File: src/rtl/core/msseq_pkg.sv
// Package for the mutating step sequencer: sizes, request layouts, register
// indexes, controller command and status structures and the pitch tables.
// Has no dependencies; every other file of the block imports it.
`default_nettype none

package msseq_pkg;

    localparam int STEP_COUNT = 8;
    localparam int IDX_W      = $clog2(STEP_COUNT);
    localparam int ALEN_W     = $clog2(STEP_COUNT + 1);
    localparam int REM_W      = ALEN_W + 1;

    localparam int OCT_W   = 3;
    localparam int SEMI_W  = 4;
    localparam int LEN_W   = 4;
    localparam int PER_W   = 8;
    localparam int ODEP_W  = 3;
    localparam int SDEP_W  = 4;
    localparam int RAND_W  = 16;
    localparam int PITCH_W = 10;
    localparam int LOCK_W  = 8;
    localparam int OSTEP_W = 3;

    localparam logic [OCT_W-1:0]  OCT_MAX  = 3'd6;
    localparam logic [SEMI_W-1:0] SEMI_MAX = 4'd11;

    localparam int CFG_IDX_W  = 2;
    localparam int CFG_DATA_W = 8;

    localparam int IN_TDATA_W  = 48;
    localparam int OUT_TDATA_W = 24;

    // Remainder unit: four bits of the random word per cycle.
    localparam int MOD_BITS   = 4;
    localparam int MOD_CYCLES = RAND_W / MOD_BITS;
    localparam int MOD_CNT_W  = $clog2(MOD_CYCLES);

    typedef enum logic [CFG_IDX_W-1:0] {
        CFG_LENGTH,
        CFG_PERIOD,
        CFG_OCT_DEPTH,
        CFG_SEMI_DEPTH
    } cfg_reg_t;

    typedef struct packed {
        logic [1:0]        pad;
        logic [SEMI_W-1:0] random_semitone;
        logic [OCT_W-1:0]  random_octave;
        logic [3:0]        mutation_flags;
        logic [RAND_W-1:0] random_step;
        logic [SEMI_W-1:0] knob_semitone_value;
        logic [OCT_W-1:0]  knob_octave_value;
        logic [2:0]        knob_step;
        logic [LOCK_W-1:0] lock_buttons;
        logic              clock_level;
    } in_item_t;

    typedef struct packed {
        logic [2:0]                pad;
        logic [LOCK_W-1:0]         lock_mask;
        logic signed [PITCH_W-1:0] pitch_centivolts;
        logic [OSTEP_W-1:0]        current_step;
    } out_item_t;

    typedef struct packed {
        logic latch;
        logic knob_wr;
        logic tick;
        logic mod_step;
        logic mutate;
        logic finish;
        logic out_load;
    } cmd_t;

    typedef struct packed {
        logic mutate_due;
    } status_t;

    function automatic logic signed [PITCH_W-1:0] octave_cv(input logic [OCT_W-1:0] oct);
        logic signed [PITCH_W-1:0] cv;
        unique case (oct)
            3'd0:    cv = -10'sd200;
            3'd1:    cv = -10'sd100;
            3'd2:    cv = 10'sd0;
            3'd3:    cv = 10'sd100;
            3'd4:    cv = 10'sd200;
            3'd5:    cv = 10'sd300;
            default: cv = 10'sd400;
        endcase
        return cv;
    endfunction

    function automatic logic signed [PITCH_W-1:0] semitone_cv(input logic [SEMI_W-1:0] semi);
        logic signed [PITCH_W-1:0] cv;
        unique case (semi)
            4'd0:    cv = 10'sd0;
            4'd1:    cv = 10'sd8;
            4'd2:    cv = 10'sd17;
            4'd3:    cv = 10'sd25;
            4'd4:    cv = 10'sd33;
            4'd5:    cv = 10'sd42;
            4'd6:    cv = 10'sd50;
            4'd7:    cv = 10'sd58;
            4'd8:    cv = 10'sd67;
            4'd9:    cv = 10'sd75;
            4'd10:   cv = 10'sd83;
            default: cv = 10'sd92;
        endcase
        return cv;
    endfunction

endpackage

`default_nettype wire

File: src/rtl/core/mutating_step_sequencer.sv
// Mutating eight-step pitch sequencer.
// Requests enter on the s_ stream: s_tuser is the command (0 tick, 1 knob
// write); s_tdata carries the clock level, lock buttons, knob write and the
// random words. Every request gives exactly one result on the m_ stream with
// the playing step, its pitch in hundredths of a volt and the lock mask.
// Settings are written through cfg_we, cfg_index and cfg_wdata; the user
// must write them only while no request is in progress, as the block does
// not enforce it. Index 0 is the length, 1 the mutation period, 2 the octave
// depth and 3 the semitone depth. A knob write passes the knob and result
// states, a tick the tick, finish and result states, with the remainder and
// mutate states before finish when the clock edge starts a mutation, as the
// chosen step is the random word modulo the length, found by a remainder
// unit that takes four bits per cycle. One request is handled at a time; the
// next is accepted in the cycle after its result is registered.
// After reset all steps hold octave one, semitone zero, no locks, step zero.
// If the receiver stalls, the finished result waits in the output register.
// One more request is accepted and processed, and its result waits until
// the earlier one has been taken; further requests wait at the input.
// Depends on msseq_pkg, msseq_ctrl and msseq_dp.
`default_nettype none

module mutating_step_sequencer
    import msseq_pkg::*;
(
    input  wire logic                   aclk,
    input  wire logic                   aresetn,
    input  wire logic                   cfg_we,
    input  wire logic [CFG_IDX_W-1:0]   cfg_index,
    input  wire logic [CFG_DATA_W-1:0]  cfg_wdata,
    input  wire logic                   s_tvalid,
    output logic                        s_tready,
    // From bit 0: clock_level, lock_buttons, knob_step, knob_octave_value,
    // knob_semitone_value, random_step, mutation_flags, random_octave,
    // random_semitone, zero padding.
    input  wire logic [IN_TDATA_W-1:0]  s_tdata,
    // command.
    input  wire logic                   s_tuser,
    output logic                        m_tvalid,
    input  wire logic                   m_tready,
    // From bit 0: current_step, pitch_centivolts, lock_mask, zero padding.
    output logic      [OUT_TDATA_W-1:0] m_tdata
);

    cmd_t    cmd;
    status_t status;

    msseq_ctrl u_ctrl (
        .aclk     (aclk),
        .aresetn  (aresetn),
        .s_tvalid (s_tvalid),
        .s_tready (s_tready),
        .s_tuser  (s_tuser),
        .m_tvalid (m_tvalid),
        .m_tready (m_tready),
        .cmd      (cmd),
        .status   (status)
    );

    msseq_dp u_dp (
        .aclk      (aclk),
        .aresetn   (aresetn),
        .cfg_we    (cfg_we),
        .cfg_index (cfg_index),
        .cfg_wdata (cfg_wdata),
        .s_tdata   (s_tdata),
        .m_tdata   (m_tdata),
        .cmd       (cmd),
        .status    (status)
    );

endmodule

`default_nettype wire

File: src/rtl/core/msseq_ctrl.sv
// Controller of the mutating step sequencer: walks each request through its
// phases and holds the result valid flag. Depends on msseq_pkg.
`default_nettype none

module msseq_ctrl
    import msseq_pkg::*;
(
    input  wire logic    aclk,
    input  wire logic    aresetn,
    input  wire logic    s_tvalid,
    output logic         s_tready,
    input  wire logic    s_tuser,
    output logic         m_tvalid,
    input  wire logic    m_tready,
    output cmd_t         cmd,
    input  wire status_t status
);

    typedef enum logic [2:0] {
        ST_IDLE,
        ST_KNOB,
        ST_TICK,
        ST_MOD,
        ST_MUTATE,
        ST_FINISH,
        ST_RESULT
    } state_t;

    localparam logic [MOD_CNT_W-1:0] MOD_LAST = MOD_CNT_W'(MOD_CYCLES - 1);

    state_t               state_reg, state_next;
    logic [MOD_CNT_W-1:0] mod_cnt_reg, mod_cnt_next;
    logic                 m_tvalid_reg, m_tvalid_next;
    logic                 out_free;

    assign out_free = !m_tvalid_reg || m_tready;

    always_comb begin
        state_next    = state_reg;
        mod_cnt_next  = mod_cnt_reg;
        m_tvalid_next = m_tvalid_reg && !m_tready;
        unique case (state_reg)
            ST_IDLE: begin
                if (s_tvalid) begin
                    state_next = s_tuser ? ST_KNOB : ST_TICK;
                end
            end
            ST_KNOB: begin
                state_next = ST_RESULT;
            end
            ST_TICK: begin
                mod_cnt_next = '0;
                state_next   = status.mutate_due ? ST_MOD : ST_FINISH;
            end
            ST_MOD: begin
                mod_cnt_next = mod_cnt_reg + 1'b1;
                if (mod_cnt_reg == MOD_LAST) begin
                    state_next = ST_MUTATE;
                end
            end
            ST_MUTATE: begin
                state_next = ST_FINISH;
            end
            ST_FINISH: begin
                state_next = ST_RESULT;
            end
            ST_RESULT: begin
                if (out_free) begin
                    state_next    = ST_IDLE;
                    m_tvalid_next = 1'b1;
                end
            end
            default: begin
                state_next = ST_IDLE;
            end
        endcase
    end

    always_ff @(posedge aclk) begin
        if (!aresetn) begin
            state_reg    <= ST_IDLE;
            mod_cnt_reg  <= '0;
            m_tvalid_reg <= 1'b0;
        end else begin
            state_reg    <= state_next;
            mod_cnt_reg  <= mod_cnt_next;
            m_tvalid_reg <= m_tvalid_next;
        end
    end

    always_comb begin
        cmd          = '0;
        cmd.latch    = (state_reg == ST_IDLE) && s_tvalid;
        cmd.knob_wr  = (state_reg == ST_KNOB);
        cmd.tick     = (state_reg == ST_TICK);
        cmd.mod_step = (state_reg == ST_MOD);
        cmd.mutate   = (state_reg == ST_MUTATE);
        cmd.finish   = (state_reg == ST_FINISH);
        cmd.out_load = (state_reg == ST_RESULT) && out_free;
    end

    assign s_tready = (state_reg == ST_IDLE);
    assign m_tvalid = m_tvalid_reg;

    a_accept_starts: assert property (@(posedge aclk) disable iff (!aresetn)
        (state_reg == ST_IDLE && s_tvalid) |=>
            (state_reg == ST_KNOB || state_reg == ST_TICK))
        else $error("accepted request did not start a phase");

    a_result_shown: assert property (@(posedge aclk) disable iff (!aresetn)
        cmd.out_load |=> (m_tvalid_reg && state_reg == ST_IDLE))
        else $error("result load did not raise m_tvalid");

    a_mutate_after_mod: assert property (@(posedge aclk) disable iff (!aresetn)
        (state_reg == ST_MUTATE) |->
            ($past(state_reg) == ST_MOD && $past(mod_cnt_reg) == MOD_LAST))
        else $error("mutation entered before the remainder was complete");

endmodule

`default_nettype wire

File: src/rtl/core/msseq_dp.sv
// Datapath of the mutating step sequencer: settings, step, knob and lock
// state, the step remainder unit, the mutation and the pitch result register.
// Depends on msseq_pkg; driven by msseq_ctrl.
`default_nettype none

module msseq_dp
    import msseq_pkg::*;
(
    input  wire logic                   aclk,
    input  wire logic                   aresetn,
    input  wire logic                   cfg_we,
    input  wire logic [CFG_IDX_W-1:0]   cfg_index,
    input  wire logic [CFG_DATA_W-1:0]  cfg_wdata,
    input  wire logic [IN_TDATA_W-1:0]  s_tdata,
    output logic      [OUT_TDATA_W-1:0] m_tdata,
    input  wire cmd_t                   cmd,
    output status_t                     status
);

    logic [LEN_W-1:0]  seq_len_reg;
    logic [PER_W-1:0]  period_reg;
    logic [ODEP_W-1:0] oct_depth_reg;
    logic [SDEP_W-1:0] semi_depth_reg;

    in_item_t          item_reg;

    logic [OCT_W-1:0]  step_oct_reg  [STEP_COUNT];
    logic [SEMI_W-1:0] step_semi_reg [STEP_COUNT];
    logic [OCT_W-1:0]  knob_oct_reg  [STEP_COUNT];
    logic [SEMI_W-1:0] knob_semi_reg [STEP_COUNT];
    logic [OCT_W-1:0]  seen_oct_reg  [STEP_COUNT];
    logic [SEMI_W-1:0] seen_semi_reg [STEP_COUNT];

    logic [STEP_COUNT-1:0] lock_reg;
    logic [STEP_COUNT-1:0] btn_prev_reg;
    logic                  clk_prev_reg;
    logic [IDX_W-1:0]      step_idx_reg;
    logic [PER_W-1:0]      edge_cnt_reg;
    logic                  loaded_reg;

    logic [RAND_W-1:0] mod_word_reg, mod_word_next;
    logic [REM_W-1:0]  rem_reg, rem_next;

    out_item_t         out_reg;

    logic [ALEN_W-1:0]     act_len;
    logic                  clk_rise;
    logic [PER_W-1:0]      edge_inc;
    logic [ALEN_W-1:0]     idx_inc;
    logic [IDX_W-1:0]      choice;
    logic [IDX_W-1:0]      rd_idx;
    logic [OCT_W-1:0]      rd_step_oct, rd_knob_oct, rd_seen_oct;
    logic [SEMI_W-1:0]     rd_step_semi, rd_knob_semi, rd_seen_semi;
    logic [OCT_W-1:0]      dist_oct, mut_oct;
    logic [SEMI_W-1:0]     dist_semi, mut_semi;
    logic [STEP_COUNT-1:0] buttons;

    function automatic logic [SEMI_W-1:0] nudge(input logic [SEMI_W-1:0] v,
                                                 input logic [SEMI_W-1:0] d,
                                                 input logic             up,
                                                 input logic [SEMI_W-1:0] vmax);
        logic [SEMI_W:0]   sum;
        logic [SEMI_W-1:0] res;
        sum = {1'b0, v} + {1'b0, d};
        if (up) begin
            res = (sum > {1'b0, vmax}) ? vmax : sum[SEMI_W-1:0];
        end else begin
            res = (d > v) ? '0 : v - d;
        end
        return res;
    endfunction

    always_comb begin
        if (seq_len_reg == '0) begin
            act_len = ALEN_W'(1);
        end else if (int'(seq_len_reg) > STEP_COUNT) begin
            act_len = ALEN_W'(STEP_COUNT);
        end else begin
            act_len = ALEN_W'(seq_len_reg);
        end
    end

    assign clk_rise          = item_reg.clock_level && !clk_prev_reg;
    assign edge_inc          = edge_cnt_reg + 1'b1;
    assign idx_inc           = ALEN_W'(step_idx_reg) + 1'b1;
    assign status.mutate_due = clk_rise && (edge_inc >= period_reg);
    assign buttons           = STEP_COUNT'(item_reg.lock_buttons);

    // Restoring remainder of the random word by the active length.
    always_comb begin
        logic [RAND_W-1:0] w;
        logic [REM_W-1:0]  r;
        w = mod_word_reg;
        r = rem_reg;
        for (int j = 0; j < MOD_BITS; j++) begin
            r = {r[REM_W-2:0], w[RAND_W-1]};
            w = {w[RAND_W-2:0], 1'b0};
            if (r >= REM_W'(act_len)) begin
                r = r - REM_W'(act_len);
            end
        end
        mod_word_next = w;
        rem_next      = r;
    end

    assign choice = IDX_W'(rem_reg);
    assign rd_idx = cmd.mutate ? choice : step_idx_reg;

    assign rd_step_oct  = step_oct_reg[rd_idx];
    assign rd_step_semi = step_semi_reg[rd_idx];
    assign rd_knob_oct  = knob_oct_reg[rd_idx];
    assign rd_knob_semi = knob_semi_reg[rd_idx];
    assign rd_seen_oct  = seen_oct_reg[rd_idx];
    assign rd_seen_semi = seen_semi_reg[rd_idx];

    assign dist_oct  = item_reg.random_octave & ODEP_W'(oct_depth_reg + 1'b1);
    assign dist_semi = item_reg.random_semitone & SDEP_W'(semi_depth_reg + 1'b1);
    assign mut_oct   = OCT_W'(nudge(SEMI_W'(rd_step_oct), SEMI_W'(dist_oct),
                                    item_reg.mutation_flags[1], SEMI_W'(OCT_MAX)));
    assign mut_semi  = nudge(rd_step_semi, dist_semi, item_reg.mutation_flags[3], SEMI_MAX);

    always_ff @(posedge aclk) begin
        if (!aresetn) begin
            seq_len_reg    <= LEN_W'(8);
            period_reg     <= PER_W'(16);
            oct_depth_reg  <= ODEP_W'(1);
            semi_depth_reg <= SDEP_W'(11);
        end else if (cfg_we) begin
            unique case (cfg_reg_t'(cfg_index))
                CFG_LENGTH:     seq_len_reg    <= cfg_wdata[LEN_W-1:0];
                CFG_PERIOD:     period_reg     <= cfg_wdata[PER_W-1:0];
                CFG_OCT_DEPTH:  oct_depth_reg  <= cfg_wdata[ODEP_W-1:0];
                CFG_SEMI_DEPTH: semi_depth_reg <= cfg_wdata[SDEP_W-1:0];
                default:        seq_len_reg    <= seq_len_reg;
            endcase
        end
    end

    always_ff @(posedge aclk) begin
        if (cmd.latch) begin
            item_reg <= in_item_t'(s_tdata);
        end
        if (cmd.tick) begin
            mod_word_reg <= item_reg.random_step;
            rem_reg      <= '0;
        end else if (cmd.mod_step) begin
            mod_word_reg <= mod_word_next;
            rem_reg      <= rem_next;
        end
        if (cmd.out_load) begin
            out_reg.pad              <= '0;
            out_reg.lock_mask        <= LOCK_W'(lock_reg);
            out_reg.pitch_centivolts <= octave_cv(rd_step_oct) + semitone_cv(rd_step_semi);
            out_reg.current_step     <= OSTEP_W'(step_idx_reg);
        end
    end

    always_ff @(posedge aclk) begin
        if (!aresetn) begin
            for (int i = 0; i < STEP_COUNT; i++) begin
                step_oct_reg[i]  <= OCT_W'(1);
                step_semi_reg[i] <= '0;
                knob_oct_reg[i]  <= OCT_W'(1);
                knob_semi_reg[i] <= '0;
                seen_oct_reg[i]  <= OCT_W'(1);
                seen_semi_reg[i] <= '0;
            end
            lock_reg     <= '0;
            btn_prev_reg <= '0;
            clk_prev_reg <= 1'b0;
            step_idx_reg <= '0;
            edge_cnt_reg <= '0;
            loaded_reg   <= 1'b0;
        end else begin
            if (cmd.knob_wr && int'(item_reg.knob_step) < STEP_COUNT) begin
                knob_oct_reg[IDX_W'(item_reg.knob_step)] <=
                    (item_reg.knob_octave_value > OCT_MAX) ? OCT_MAX : item_reg.knob_octave_value;
                knob_semi_reg[IDX_W'(item_reg.knob_step)] <=
                    (item_reg.knob_semitone_value > SEMI_MAX) ? SEMI_MAX
                                                              : item_reg.knob_semitone_value;
            end
            if (cmd.tick) begin
                if (!loaded_reg) begin
                    for (int i = 0; i < STEP_COUNT; i++) begin
                        step_oct_reg[i]  <= knob_oct_reg[i];
                        step_semi_reg[i] <= knob_semi_reg[i];
                        seen_oct_reg[i]  <= knob_oct_reg[i];
                        seen_semi_reg[i] <= knob_semi_reg[i];
                    end
                    lock_reg   <= '0;
                    loaded_reg <= 1'b1;
                end
                if (clk_rise) begin
                    step_idx_reg <= (idx_inc >= act_len) ? '0 : IDX_W'(idx_inc);
                    edge_cnt_reg <= (edge_inc >= period_reg) ? '0 : edge_inc;
                end
                clk_prev_reg <= item_reg.clock_level;
            end
            if (cmd.mutate && !lock_reg[choice]) begin
                if (item_reg.mutation_flags[0]) begin
                    step_oct_reg[choice] <= mut_oct;
                end
                if (item_reg.mutation_flags[2]) begin
                    step_semi_reg[choice] <= mut_semi;
                end
            end
            if (cmd.finish) begin
                lock_reg     <= lock_reg ^ (buttons & ~btn_prev_reg);
                btn_prev_reg <= buttons;
                if (rd_knob_oct != rd_seen_oct) begin
                    step_oct_reg[step_idx_reg] <= rd_knob_oct;
                end
                if (rd_knob_semi != rd_seen_semi) begin
                    step_semi_reg[step_idx_reg] <= rd_knob_semi;
                end
                seen_oct_reg[step_idx_reg]  <= rd_knob_oct;
                seen_semi_reg[step_idx_reg] <= rd_knob_semi;
            end
        end
    end

    assign m_tdata = OUT_TDATA_W'(out_reg);

    a_step_in_range: assert property (@(posedge aclk) disable iff (!aresetn)
        (rd_step_oct <= OCT_MAX && rd_step_semi <= SEMI_MAX))
        else $error("stored step value out of range");

    a_knob_in_range: assert property (@(posedge aclk) disable iff (!aresetn)
        (rd_knob_oct <= OCT_MAX && rd_knob_semi <= SEMI_MAX))
        else $error("stored knob value out of range");

    a_loaded_after_tick: assert property (@(posedge aclk) disable iff (!aresetn)
        cmd.tick |=> loaded_reg)
        else $error("first tick did not load the steps");

endmodule

`default_nettype wire
File: config.mk
export PLATFORM = sky130hd
export DESIGN_NAME = mutating_step_sequencer
export DESIGN_NICKNAME = d
export VERILOG_FILES = /design/src/rtl/core/msseq_pkg.sv /design/src/rtl/core/mutating_step_sequencer.sv /design/src/rtl/core/msseq_ctrl.sv /design/src/rtl/core/msseq_dp.sv
export SDC_FILE = /design/constraint.sdc
export NUM_CORES = 1
export LEC_CHECK = 0
export BUFFER_PORTS_ARGS = -buffer_cell sky130_fd_sc_hd__clkbuf_2
export CORE_ASPECT_RATIO = 0.7
export CORE_MARGIN = 2
export CORE_UTILIZATION = 45
export CTS_CLUSTER_SIZE = 30
export DETAILED_ROUTE_END_ITERATION = 12
export SYNTH_ARGS = -nofsm -noshare
export SYNTH_HDL_FRONTEND = slang
export SYNTH_SLANG_ARGS = --single-unit
File: constraint.sdc
create_clock -name aclk -period 6.9 [get_ports aclk]
set_input_delay 0 -clock aclk [delete_from_list [all_inputs] [get_ports aclk]]
set_output_delay 0 -clock aclk [all_outputs]
set_load 0.01 [all_outputs]
==> metrics.md <==
| Metric | Value |
|---|---|
| Final Skew | 0.0128 ns |
| CTS clk-pin slew, worst paths | 0.07 ns |
| CTS Buf Count | 31 |
| FF+latch area | 0.00870 mm2 |
| Final max-slew violation count | 0 |
| Share of post-route cells with drive strength above 1 | 14.0% |
| Vias/cell | 5.68 |
| Met3 GRT Util | under 10% |
| Cells on worst reg2reg path | 30 |
| Int Pwr | 0.00423 W |
| Core ar. | 0.0358 mm2 |
| Total Power | 0.00649 W |
| Vias in the first global route | roughly 11000 |
| M1 GR Usage | 36.9% |
| Hpwl dp | 31900 um |
| Synth area leaders | edfxtp_1, dfxtp_1, nand2_1 |
| Post-synthesis sequential area ratio | 53.3% |
| Sinks on Clock Net | between 300 and 400 |
| Min cycle time layout | between 6 and 7 ns |
| Total number of yosys warnings | 0 |
| Worst slew margin | a little over a third |
| DR iter-0 viols | roughly 1300 |
| Clock Path Buffers | 3 |
| Setup crit end kind | flop |
| Mapped Area | 0.0163 mm2 |
| GRT overflow | 0 |
| Power per cell area | 344 mW/mm2 |
| Synth cell types | 72 |
| Final worst-path setup slack | 0.447 ns |
| Die height | ~160 um |
| Register-to-Register Setup Slack | approximately 0.45 ns |
| Worst-Margin Slew | 0.955 ns |
| Critical path arrival | 6.96 ns |
| Maximum vdd drop | 0.252 mV |
| Final setup fails | 0 |
| Yosys reg bits | ~310 |
| # IOs | 90 |
| Fill count | 3168 |
| Tcrit/Tclk final | between 90% and 100% |
| Reg2reg end | u_dp.rem_reg[0] |
| Clock share of power | about a quarter |
| Hold crit path type | in2reg |
| Leakage Power | about 7.4 nW |
| Crit path kind | reg2reg |
| Worst-Skew Late Latency | 0.60 ns |
| CP max FO | 5 |
| Max-Cap Viols | 0 |
| Cell area after layout | 0.0189 mm2 |
| Initial antenna violation count | 0 |
| Via count | about 12000 |
| TritonCTS clock tree | done |
| Post-synth top area share | 46.2% |
| Syn-to-layout area delta | 15.8% |
| Min-delay src | s_tdata[0] |
| GRT Total Usage | around 23% |
| Final GP Congestion | 0.905 |
| Outcome | complete, no violations |
| Hold depth | 2 |
| DR DRC count | 0 |
| Crit path max-delay cell type | a221oi_1 |
| DIE WIDTH | ~230 um |
| Port bufs | 84 |
| Area post-placement | 0.0171 mm2 |
| Htree depth | 1 |
| Sequential share of power | 37.9% |
| Avg Inst Size Synth | between 10 and 15 um2 |
| Die area | 0.0378 mm2 |
| Starting Density | 45.5% |
| Mapped Cells | 1473 |
| Worst Hold Endpoint | u_dp.item_reg[0] |
| Max reg flops | 38 |
| F_max | about 0.15 GHz |
| Area of the multi-input gates | 0.00705 mm2 |
| Met2 Use GR | 30.8% |
| Top FF cell, synth | edfxtp_1 |
| Psw | 0.00226 W |
| Most used routing layer | met1 |
| Max incr delay on CP | 0.39 ns |
| Post-layout net count | 1734 |
| Global-route wire length before repair | 66800 um |
| Antenna diodes | 0 |
| Post-DRT Antenna Nets | 0 |
| Switching Share | 34.8% |
| Post-placement setup slack | ~0.18 ns |
| Final Hold Viols | 0 |
| Largest net degree at the start of global routing | 67 |
| Cell Rows | 58 |
| RSZ-0062 raised after global routing | false |
| Setup_tns | 0 ns |
| Logic gate share of total power | 35.7% |
| Clock Tree Root | clkbuf_16 |
| TritonRoute pass-1 iters | 6 |
| Crit path required time | 7.41 ns |
| R2R Path Start | u_dp.seq_len_reg[3] |
| Routed WL | roughly 44000 um |
| EDFF count, synth | 251 |
| Async set-reset flop share out of synthesis | 0% |
| CP Launch Type | flop |
| Drt wl/cell | 20.8 um |
| Post-synth top area cell | edfxtp_1 |
## cell families after synthesis
kind of cell	after synthesis	share of synthesized area, %
AO/OA/AOI/OAI	315	12.5
XOR/XNOR	47	2.52
adder cells (fa/ha/maj)	61	5.09
buffers and inverters	135	3.64
flip-flops	309	53.3
multiplexers	112	8.54
other	1	0.0230
AND/OR/NAND/NOR	493	14.4
## power groups by stage
stage               combinational (W)  sequential (W)  clock, W
global placement              0.00221         0.00249         0
detailed placement            0.00225         0.00250         0
floorplan                     0.00175         0.00244         0
finish                        0.00232         0.00246   0.00171
global route                  0.00257         0.00248   0.00181
CTS                           0.00229         0.00246   0.00173
## cell type report
cell class              instances  share of cell area, %
flip-flops and latches        309                   46.0
multi-input cells            1031                   37.3
repair buffers                176                   6.82
clock buffers                  43                   4.61
well taps                     480                   3.18
inverters                      60                   1.21
clock inverters                15                  0.782
## metrics by stage
step	std cells	hold slack (ns)	util, %
4_1_cts	2112	0.0911	52.6
5_1_grt	2114	0.102	52.7
3_5_place_dp	1983	0.179	47.8
3_3_place_gp	1983	0.177	47.8
6_report	2114	0.113	52.7
2_1_floorplan	1475	0.0989	-
## worst max path at each step
stage	startpoint	endpoint	slack, ns	cells past startpoint
2_1_floorplan	u_dp.seq_len_reg[3]	u_dp.rem_reg[0]	0.68	30
3_3_place_gp	u_dp.seq_len_reg[3]	u_dp.rem_reg[0]	0.29	29
3_5_place_dp	u_dp.seq_len_reg[3]	u_dp.rem_reg[0]	0.18	30
4_1_cts	u_dp.seq_len_reg[3]	u_dp.rem_reg[0]	0.15	30
5_1_grt	u_dp.seq_len_reg[3]	u_dp.rem_reg[0]	0.02	30
6_report	u_dp.seq_len_reg[3]	u_dp.rem_reg[0]	0.45	30
## per-layer routing
metal | part of all wire [%] | vias up
met4 | 1.7 | 0
met5 | 0 | -
met3 | 11 | 51
met1 | 49 | 5804
met2 | 39 | 482
li1 | - | 5677
## what timing repair did
action	in CTS	in global routing
hold buffers	71	0
resized for setup	0	5
hold endpoints to repair	69	0
endpoints found under the setup margin	0	4
buffers inserted	0	2
## worst max-delay path: cells and delay by family (launching register included)
family	cells	cell delay [ns]
DFF	1	0.38
muxes	3	0.89
AOI/OAI and AO/OA	12	2.31
adders and majority gates	4	1.07
buffers and inverters	3	0.41
and+or+nand+nor	8	1.31
## cells in the mapped netlist (4+ instances only)
master / n
a31oi_1: 16
o221ai_1: 24
fa_1: 9
o22ai_1: 9
nand3b_1: 13
buf_6: 6
a21oi_1: 78
or3_1: 16
nand2b_1: 24
ha_1: 52
a211oi_1: 12
mux4_2: 15
nor3_1: 12
mux2_2: 23
nand3_1: 42
clkbuf_1: 41
a21o_1: 15
buf_1: 9
o22a_1: 11
nand4_1: 5
edfxtp_1: 251
o21a_1: 4
buf_4: 7
nor2b_1: 22
xor2_1: 25
dfxtp_1: 58
nand2_1: 195
o211ai_1: 27
and3_1: 15
o21ai_0: 85
nor3b_1: 4
and2_1: 28
inv_1: 60
xnor2_1: 22
or2_2: 12
buf_2: 12
mux2i_1: 68
a211o_1: 4
a22oi_1: 4
nor2_1: 93
## layout by cell type, fill, tap and decap left out, drive strengths merged, types with 25 or more instances in the layout
| master | count |
|---|---|
| dlygate4sd3 | 71 |
| ha | 52 |
| o21ai | 86 |
| nand3 | 42 |
| dfxtp | 58 |
| and2 | 30 |
| mux2 | 25 |
| a21oi | 79 |
| nand2 | 195 |
| nor2 | 93 |
| clkbuf | 127 |
| o211ai | 27 |
| edfxtp | 251 |
| xor2 | 25 |
| inv | 62 |
| mux2i | 71 |
(Power assumes the default switching activity.)
